===== src/rtl/core/bbc_pkg.sv =====
package bbc_pkg;

  // Field widths of the token and result channels and of the stack entry kind
  localparam int CHAR_W   = 8;
  localparam int TOKEN_W  = 16;
  localparam int STATUS_W = 2;
  localparam int KIND_W   = 2;

  // Default sizing
  localparam int DEF_STACK_DEPTH = 64;
  localparam int DEF_INDEX_BITS  = 16;

  // Item kinds on the token channel
  localparam logic MODE_TOKEN = 1'b0;
  localparam logic MODE_END   = 1'b1;

  // Bracket characters
  localparam logic [CHAR_W-1:0] CH_PAREN_OPEN    = 8'h28;
  localparam logic [CHAR_W-1:0] CH_PAREN_CLOSE   = 8'h29;
  localparam logic [CHAR_W-1:0] CH_BRACE_OPEN    = 8'h7B;
  localparam logic [CHAR_W-1:0] CH_BRACE_CLOSE   = 8'h7D;
  localparam logic [CHAR_W-1:0] CH_BRACKET_OPEN  = 8'h5B;
  localparam logic [CHAR_W-1:0] CH_BRACKET_CLOSE = 8'h5D;

  typedef logic [KIND_W-1:0] kind_t;
  localparam kind_t KIND_PAREN   = 2'd0;
  localparam kind_t KIND_BRACE   = 2'd1;
  localparam kind_t KIND_BRACKET = 2'd2;
  localparam kind_t KIND_NONE    = 2'd3;

  typedef enum logic [STATUS_W-1:0] {
    ST_OK       = 2'd0,
    ST_CLOSE    = 2'd1,
    ST_OPEN     = 2'd2,
    ST_OVERFLOW = 2'd3
  } status_t;

  // Shift controls for one stack cell
  typedef struct packed {
    logic push;
    logic pop;
  } cell_ctrl_t;

  // One result transaction
  typedef struct packed {
    logic [STATUS_W-1:0] status;
    logic [TOKEN_W-1:0]  error_token;
    logic                list_done;
  } result_t;

  function automatic kind_t open_kind(input logic [CHAR_W-1:0] c);
    kind_t k;
    case (c)
      CH_PAREN_OPEN:   k = KIND_PAREN;
      CH_BRACE_OPEN:   k = KIND_BRACE;
      CH_BRACKET_OPEN: k = KIND_BRACKET;
      default:         k = KIND_NONE;
    endcase
    return k;
  endfunction

  function automatic kind_t close_kind(input logic [CHAR_W-1:0] c);
    kind_t k;
    case (c)
      CH_PAREN_CLOSE:   k = KIND_PAREN;
      CH_BRACE_CLOSE:   k = KIND_BRACE;
      CH_BRACKET_CLOSE: k = KIND_BRACKET;
      default:          k = KIND_NONE;
    endcase
    return k;
  endfunction

endpackage


===== src/rtl/core/bbc_if.sv =====


interface bbc_result_if import bbc_pkg::*; ();
  logic                valid;
  logic                ready;
  logic [STATUS_W-1:0] status;
  logic [TOKEN_W-1:0]  error_token;
  logic                list_done;

  modport source (output valid, status, error_token, list_done, input ready);
  modport sink   (input valid, status, error_token, list_done, output ready);
endinterface


===== src/rtl/core/bbc_out_stage.sv =====
module bbc_out_stage import bbc_pkg::*; (
  input  logic                 clk,
  input  logic                 rst,
  input  logic                 in_valid,
  output logic                 in_ready,
  input  result_t              in_data,
  bbc_result_if.source         res
);

  logic    out_valid;
  result_t out_data;
  logic    skid_valid;
  result_t skid_data;
  logic    out_fire;
  logic    in_fire;

  assign in_ready = !skid_valid;
  assign out_fire = out_valid && res.ready;
  assign in_fire  = in_valid && in_ready;

  always_ff @(posedge clk) begin
    if (rst) begin
      out_valid  <= 1'b0;
      skid_valid <= 1'b0;
    end else begin
      if (skid_valid && out_fire) begin
        // drain the skid entry into the output register
        out_data   <= skid_data;
        skid_valid <= 1'b0;
      end else if (in_fire) begin
        if (!out_valid || out_fire) begin
          out_valid <= 1'b1;
          out_data  <= in_data;
        end else begin
          skid_valid <= 1'b1;
          skid_data  <= in_data;
        end
      end else if (out_fire) begin
        out_valid <= 1'b0;
      end
    end
  end

  assign res.valid       = out_valid;
  assign res.status      = out_data.status;
  assign res.error_token = out_data.error_token;
  assign res.list_done   = out_data.list_done;

endmodule


===== src/flat_wrapper.sv =====
// flat-port wrapper written by rule: the top's interface ports become plain ports
module bbc_out_stage_flat import bbc_pkg::*;
  (clk, rst, in_valid, in_ready, in_data, res_valid, res_status, res_error_token, res_list_done, res_ready);
  bbc_result_if res_i ();
  input  logic clk;
  input  logic rst;
  input  logic in_valid;
  output logic in_ready;
  input  result_t in_data;
  output wire logic [$bits(res_i.valid)-1:0] res_valid;
  output wire logic [$bits(res_i.status)-1:0] res_status;
  output wire logic [$bits(res_i.error_token)-1:0] res_error_token;
  output wire logic [$bits(res_i.list_done)-1:0] res_list_done;
  input wire logic [$bits(res_i.ready)-1:0] res_ready;
  assign res_valid = res_i.valid;
  assign res_status = res_i.status;
  assign res_error_token = res_i.error_token;
  assign res_list_done = res_i.list_done;
  assign res_i.ready = res_ready;
  bbc_out_stage u_core (.clk(clk), .rst(rst), .in_valid(in_valid), .in_ready(in_ready), .in_data(in_data), .res(res_i));
endmodule

===== config.mk =====
export PLATFORM = sky130hd
export DESIGN_NAME = bbc_out_stage_flat
export DESIGN_NICKNAME = d
export VERILOG_FILES = /design/src/rtl/core/bbc_pkg.sv /design/src/rtl/core/bbc_if.sv /design/src/rtl/core/bbc_out_stage.sv /design/src/flat_wrapper.sv
export SDC_FILE = /design/constraint.sdc
export NUM_CORES = 1
export LEC_CHECK = 0
export ABC_AREA = 1
export BUFFER_PORTS_ARGS = -buffer_cell sky130_fd_sc_hd__buf_2
export CORE_MARGIN = 2
export CORE_UTILIZATION = 44
export CTS_CLUSTER_DIAMETER = 150
export DETAILED_ROUTE_END_ITERATION = 10
export PLACE_DENSITY = 0.75
export SKIP_CTS_REPAIR_TIMING = 1
export SKIP_LAST_GASP = 1
export SLEW_MARGIN = 25
export SYNTH_ARGS = -nofsm -noshare
export SYNTH_HDL_FRONTEND = slang
export SYNTH_SLANG_ARGS = --single-unit

===== constraint.sdc =====
create_clock -name clk -period 2.5 [get_ports clk]
set_input_delay 0.5 -clock clk [delete_from_list [all_inputs] [get_ports clk]]
set_output_delay 0.5 -clock clk [all_outputs]
set_load 0.01 [all_outputs]

Word level (Yosys, flattened, before mapping)
Index checks and enable logic that the tools add are counted.
{ "word_totals": {"ff_bits": 40, "input_bits": 23, "elab_cells": 32} }
{ "classes": {"n_eq_ne": 1, "n_mux": 6, "bitwise_logic": 3, "reduce_logical": 14} }
{ "op_table": {"columns": ["operator", "count"], "rows": [
  ["$mux 19", 3],
  ["$reduce_and 3->1", 2],
  ["$reduce_bool 2->1", 3],
  ["$reduce_and 4->1", 1],
  ["$logic_and 1x1->1", 3],
  ["$mux 1", 3],
  ["$not 1->1", 3],
  ["$logic_not 1->1", 2],
  ["$ne 2x2->1 const B", 1],
  ["$reduce_and 2->1", 1],
  ["$reduce_or 2->1", 1],
  ["$logic_or 1x1->1", 1]
]} }

Logic depth before layout (Yosys ltp)
{ "depth": {"ltp_word": 5, "mapped_depth": 5, "ltp_nobuf": 5} }

Least setup slack after synthesis
OpenSTA, ideal clock, no wires.
{ "synth_timing": {"kind": "input to register", "start": "input res_ready", "end": "register u_core.skid_data[0] (netlist bit), enable pin", "setup_time_ns": 0.395, "arrival_ns": 1.516, "required_time_ns": 2.105, "setup_slack_ns": 0.590, "cell_stages": 3, "cell_sequence": "nor2_1 -> nand2_1 -> nor2_1"} }
{ "synth_via": {"elab_chain_cells": 4} }
{ "synth_rtl": {"columns": ["element", "line", "source"], "rows": [
  ["from (decl)", "flat_wrapper.sv:14", "input wire logic [$bits(res_i.ready)-1:0] res_ready;"],
  ["$logic_and 1x1->1 (*)", "bbc_out_stage.sv:18", "assign out_fire = out_valid && res.ready;"],
  ["$logic_or 1x1->1 or $logic_and 1x1->1 (tied branches)", "bbc_out_stage.sv:31, bbc_out_stage.sv:26", null],
  ["$not 1->1 (no source line)", null, null],
  ["$reduce_and 4->1 (no source line) (*)", null, null],
  ["to (signal assigned)", "bbc_out_stage.sv:36", "skid_data <= in_data;"],
  ["to (decl)", "bbc_out_stage.sv:13", "result_t skid_data;"]
]} }
Every way passes the cells marked *; elsewhere a longest branch is shown, timed or not.
A chain may end at the register's enable or synchronous reset.

Worst setup path after layout
{ "layout_timing": {"start": "register u_core.out_valid (netlist: u_core.res.valid)", "end": "register u_core.skid_data[4] (netlist bit), enable pin"} }
{ "layout_via": {"elab_chain_cells": 4} }
{ "layout_rtl": {"columns": ["element", "line", "source"], "rows": [
  ["from (decl)", "bbc_out_stage.sv:10", "logic out_valid;"],
  ["from (signal assigned)", "bbc_out_stage.sv:23", "out_valid <= 1'b0;"],
  ["from (signal assigned)", "bbc_out_stage.sv:32", "out_valid <= 1'b1;"],
  ["from (signal assigned)", "bbc_out_stage.sv:39", "out_valid <= 1'b0;"],
  ["$logic_not 1->1 or $logic_and 1x1->1 (tied branches)", "bbc_out_stage.sv:31, bbc_out_stage.sv:18", null],
  ["$logic_or 1x1->1 or $logic_and 1x1->1 (tied branches)", "bbc_out_stage.sv:31, bbc_out_stage.sv:26", null],
  ["$not 1->1 (no source line)", null, null],
  ["$reduce_and 4->1 (no source line) (*)", null, null]
]} }
Marks and branches as above.

==> out/summary.txt <==
remaining antenna violation count: 0
drt first pass iters: 4
residual DRC count: 0
status: complete, no violations
GP Congestion: 0.7082
Final Max Slew Viols: 0
Core Util, Final: 0.5501
final worst slack: 0.9368 ns
largest net degree at the start of global routing: 40
port bufs: 43
Max Clock Skew: 0.001984 ns
ANT cells: 0
dpl cell area: 1784 sq um
most frequent cells in the layout: 43 x buf_2, 38 x edfxtp_1, 26 x nand2_1, 23 x inv_1, 10 x o21ai_1
drt total wl: 2286 microns
Fmax: 0.6397 GHz
Worst Max-Slew Pin Slew: 0.6458 ns
gr ovfl total: 0
layout cells sized above 1: 0.3293
DR iter-0 viols: 22
Die H: 62.85 microns
DIE WIDTH: 62.85 microns
non-filler cells, final: 213
Fill cells: 294
worst hold path class: in -> reg
# H-tree levels: 2
row count: 21
sequential area share after synthesis: 0.7750
setup_tns: 0 ns
syn_nets: 141
drt via density: 4.390
Final setup viols: 0
Peak VDD IR: 0.0002942 V
critical path class: reg -> reg
max_slew headroom: 0.5690
clock transition at the registers of the reported paths: 0.11 ns
endpoints failing hold: 0
yosys warns: 0
GRT Total Usage: 0.1264
placed cell count: 205
Crit path arrival time: 1.61 ns
RSZ-0062 raised after global routing: false
Synth cell types: 13
Leakage: 0.8215 nW
Final Cell Area: 1836 sq um
DR vias: 935
initial antenna violation count: 0
commonest non-fill, non-tap cell in the layout: buf_2
crit end category: flop
Post-Syn Instances: 118
Final #Nets: 189
pwr dens: 625.2 nW/um^2
syn avg cell area: 12.91 sq um
DP HPWL: 1706 microns
worst-case clock buffer depth: 2
pre-CTS setup slack: 0.7503 ns
CTS sink cnt: 40
clock root buffer master: clkbuf_4
Tmin final: 1.563 ns
#FFs+latches synth: 40
clk_lat worst skew: 0.34 ns
MaxCap Viol Count: 0
first-pass GRT wire length: 3732 microns
CTS Buf Count: 5
Core Footprint: 3337 sq um
Req. time, crit path: 2.55 ns
CTS tree: yes
die area: 3950 sq um
Tcrit/Tclk final: 0.6253
routed length per placed instance: 10.73 microns
Starting Density: 0.4567
area delta synth->final: 20.44%
vias in the first global route: 850
worst-path maximum fanout: 14
Post-Synthesis Cell Area: 1524 sq um
crit path launch type: flop
Top Ports: 44
==> path summary, 6_finish.rpt <==
kind                           from  cells past startpoint  slack, ns                   to
hold reg to reg   u_core.skid_valid                      2       0.54    u_core.skid_valid
hold / removal           in_data[0]                      1       0.35  u_core.skid_data[0]
setup reg to reg   u_core.res.valid                      5       0.94  u_core.skid_data[4]
setup / recovery   u_core.res.valid                      5       0.94  u_core.skid_data[4]
==> state kept, by name, summed over array words and instances, names as in the netlist <==
name                    flops
u_core.skid_data           19
u_core.skid_valid           1
u_core.res.status           2
u_core.res.list_done        1
u_core.res.error_token     16
u_core.res.valid            1
==> cell families after synthesis <==
logic type	share of synthesized area
flops	0.7750
simple gates	0.08128
buf+inv	0.07799
compound gates	0.06568
==> per-layer routing <==
metal  part of all wire  routed length, microns  track usage
met1               0.39                     883       0.1394
met3              0.059                     135      0.03423
met5                  0                       0            0
met4              0.021                      49      0.07500
met2               0.53                    1217       0.2177
==> cell usage after synthesis (all sizes together) <==
cell | n | area (sq um)
nand3 | 2 | 15.01
inv | 23 | 86.33
o21ai | 19 | 95.09
nor2 | 3 | 11.26
buf | 3 | 27.52
dfxtp | 2 | 40.04
a21oi | 1 | 5.000
clkbuf | 1 | 5.000
nand2 | 26 | 97.59
edfxtp | 38 | 1141
==> through the flow <==
stage / hold slack (ns) / power [mW]
6_report: 0.3465 / 1.148
5_1_grt: 0.3305 / 1.197
4_1_cts: 0.3381 / 1.158
3_5_place_dp: 0.5195 / 0.8718
3_3_place_gp: 0.5027 / 0.8679
2_1_floorplan: 0.5450 / 0.8245
==> worst max-delay path: stages, from the launching register on <==
cell	delay, ns
dfxtp_1	0.43
inv_1	0.06
nor2_1	0.14
nand2_1	0.11
nor2_2	0.26
buf_4	0.28
==> layout make-up <==
cell class	count	area, sq um	share of cell area
sequential	40	1181	0.6435
timing repair buffer	45	230.2	0.1254
multi-input combinational	51	229.0	0.1247
inverter	23	86.33	0.04703
tap	46	57.56	0.03136
clock buffer	5	37.54	0.02045
clock inverter	3	13.76	0.007498
==> where the power goes <==
part	switching, mW	total, mW	internal [mW]
clock	0.190	0.293	0.103
sequential	0.00713	0.768	0.761
combinational	0.0499	0.0863	0.0364
No activity file was read; power rests on OpenSTA's default activity.
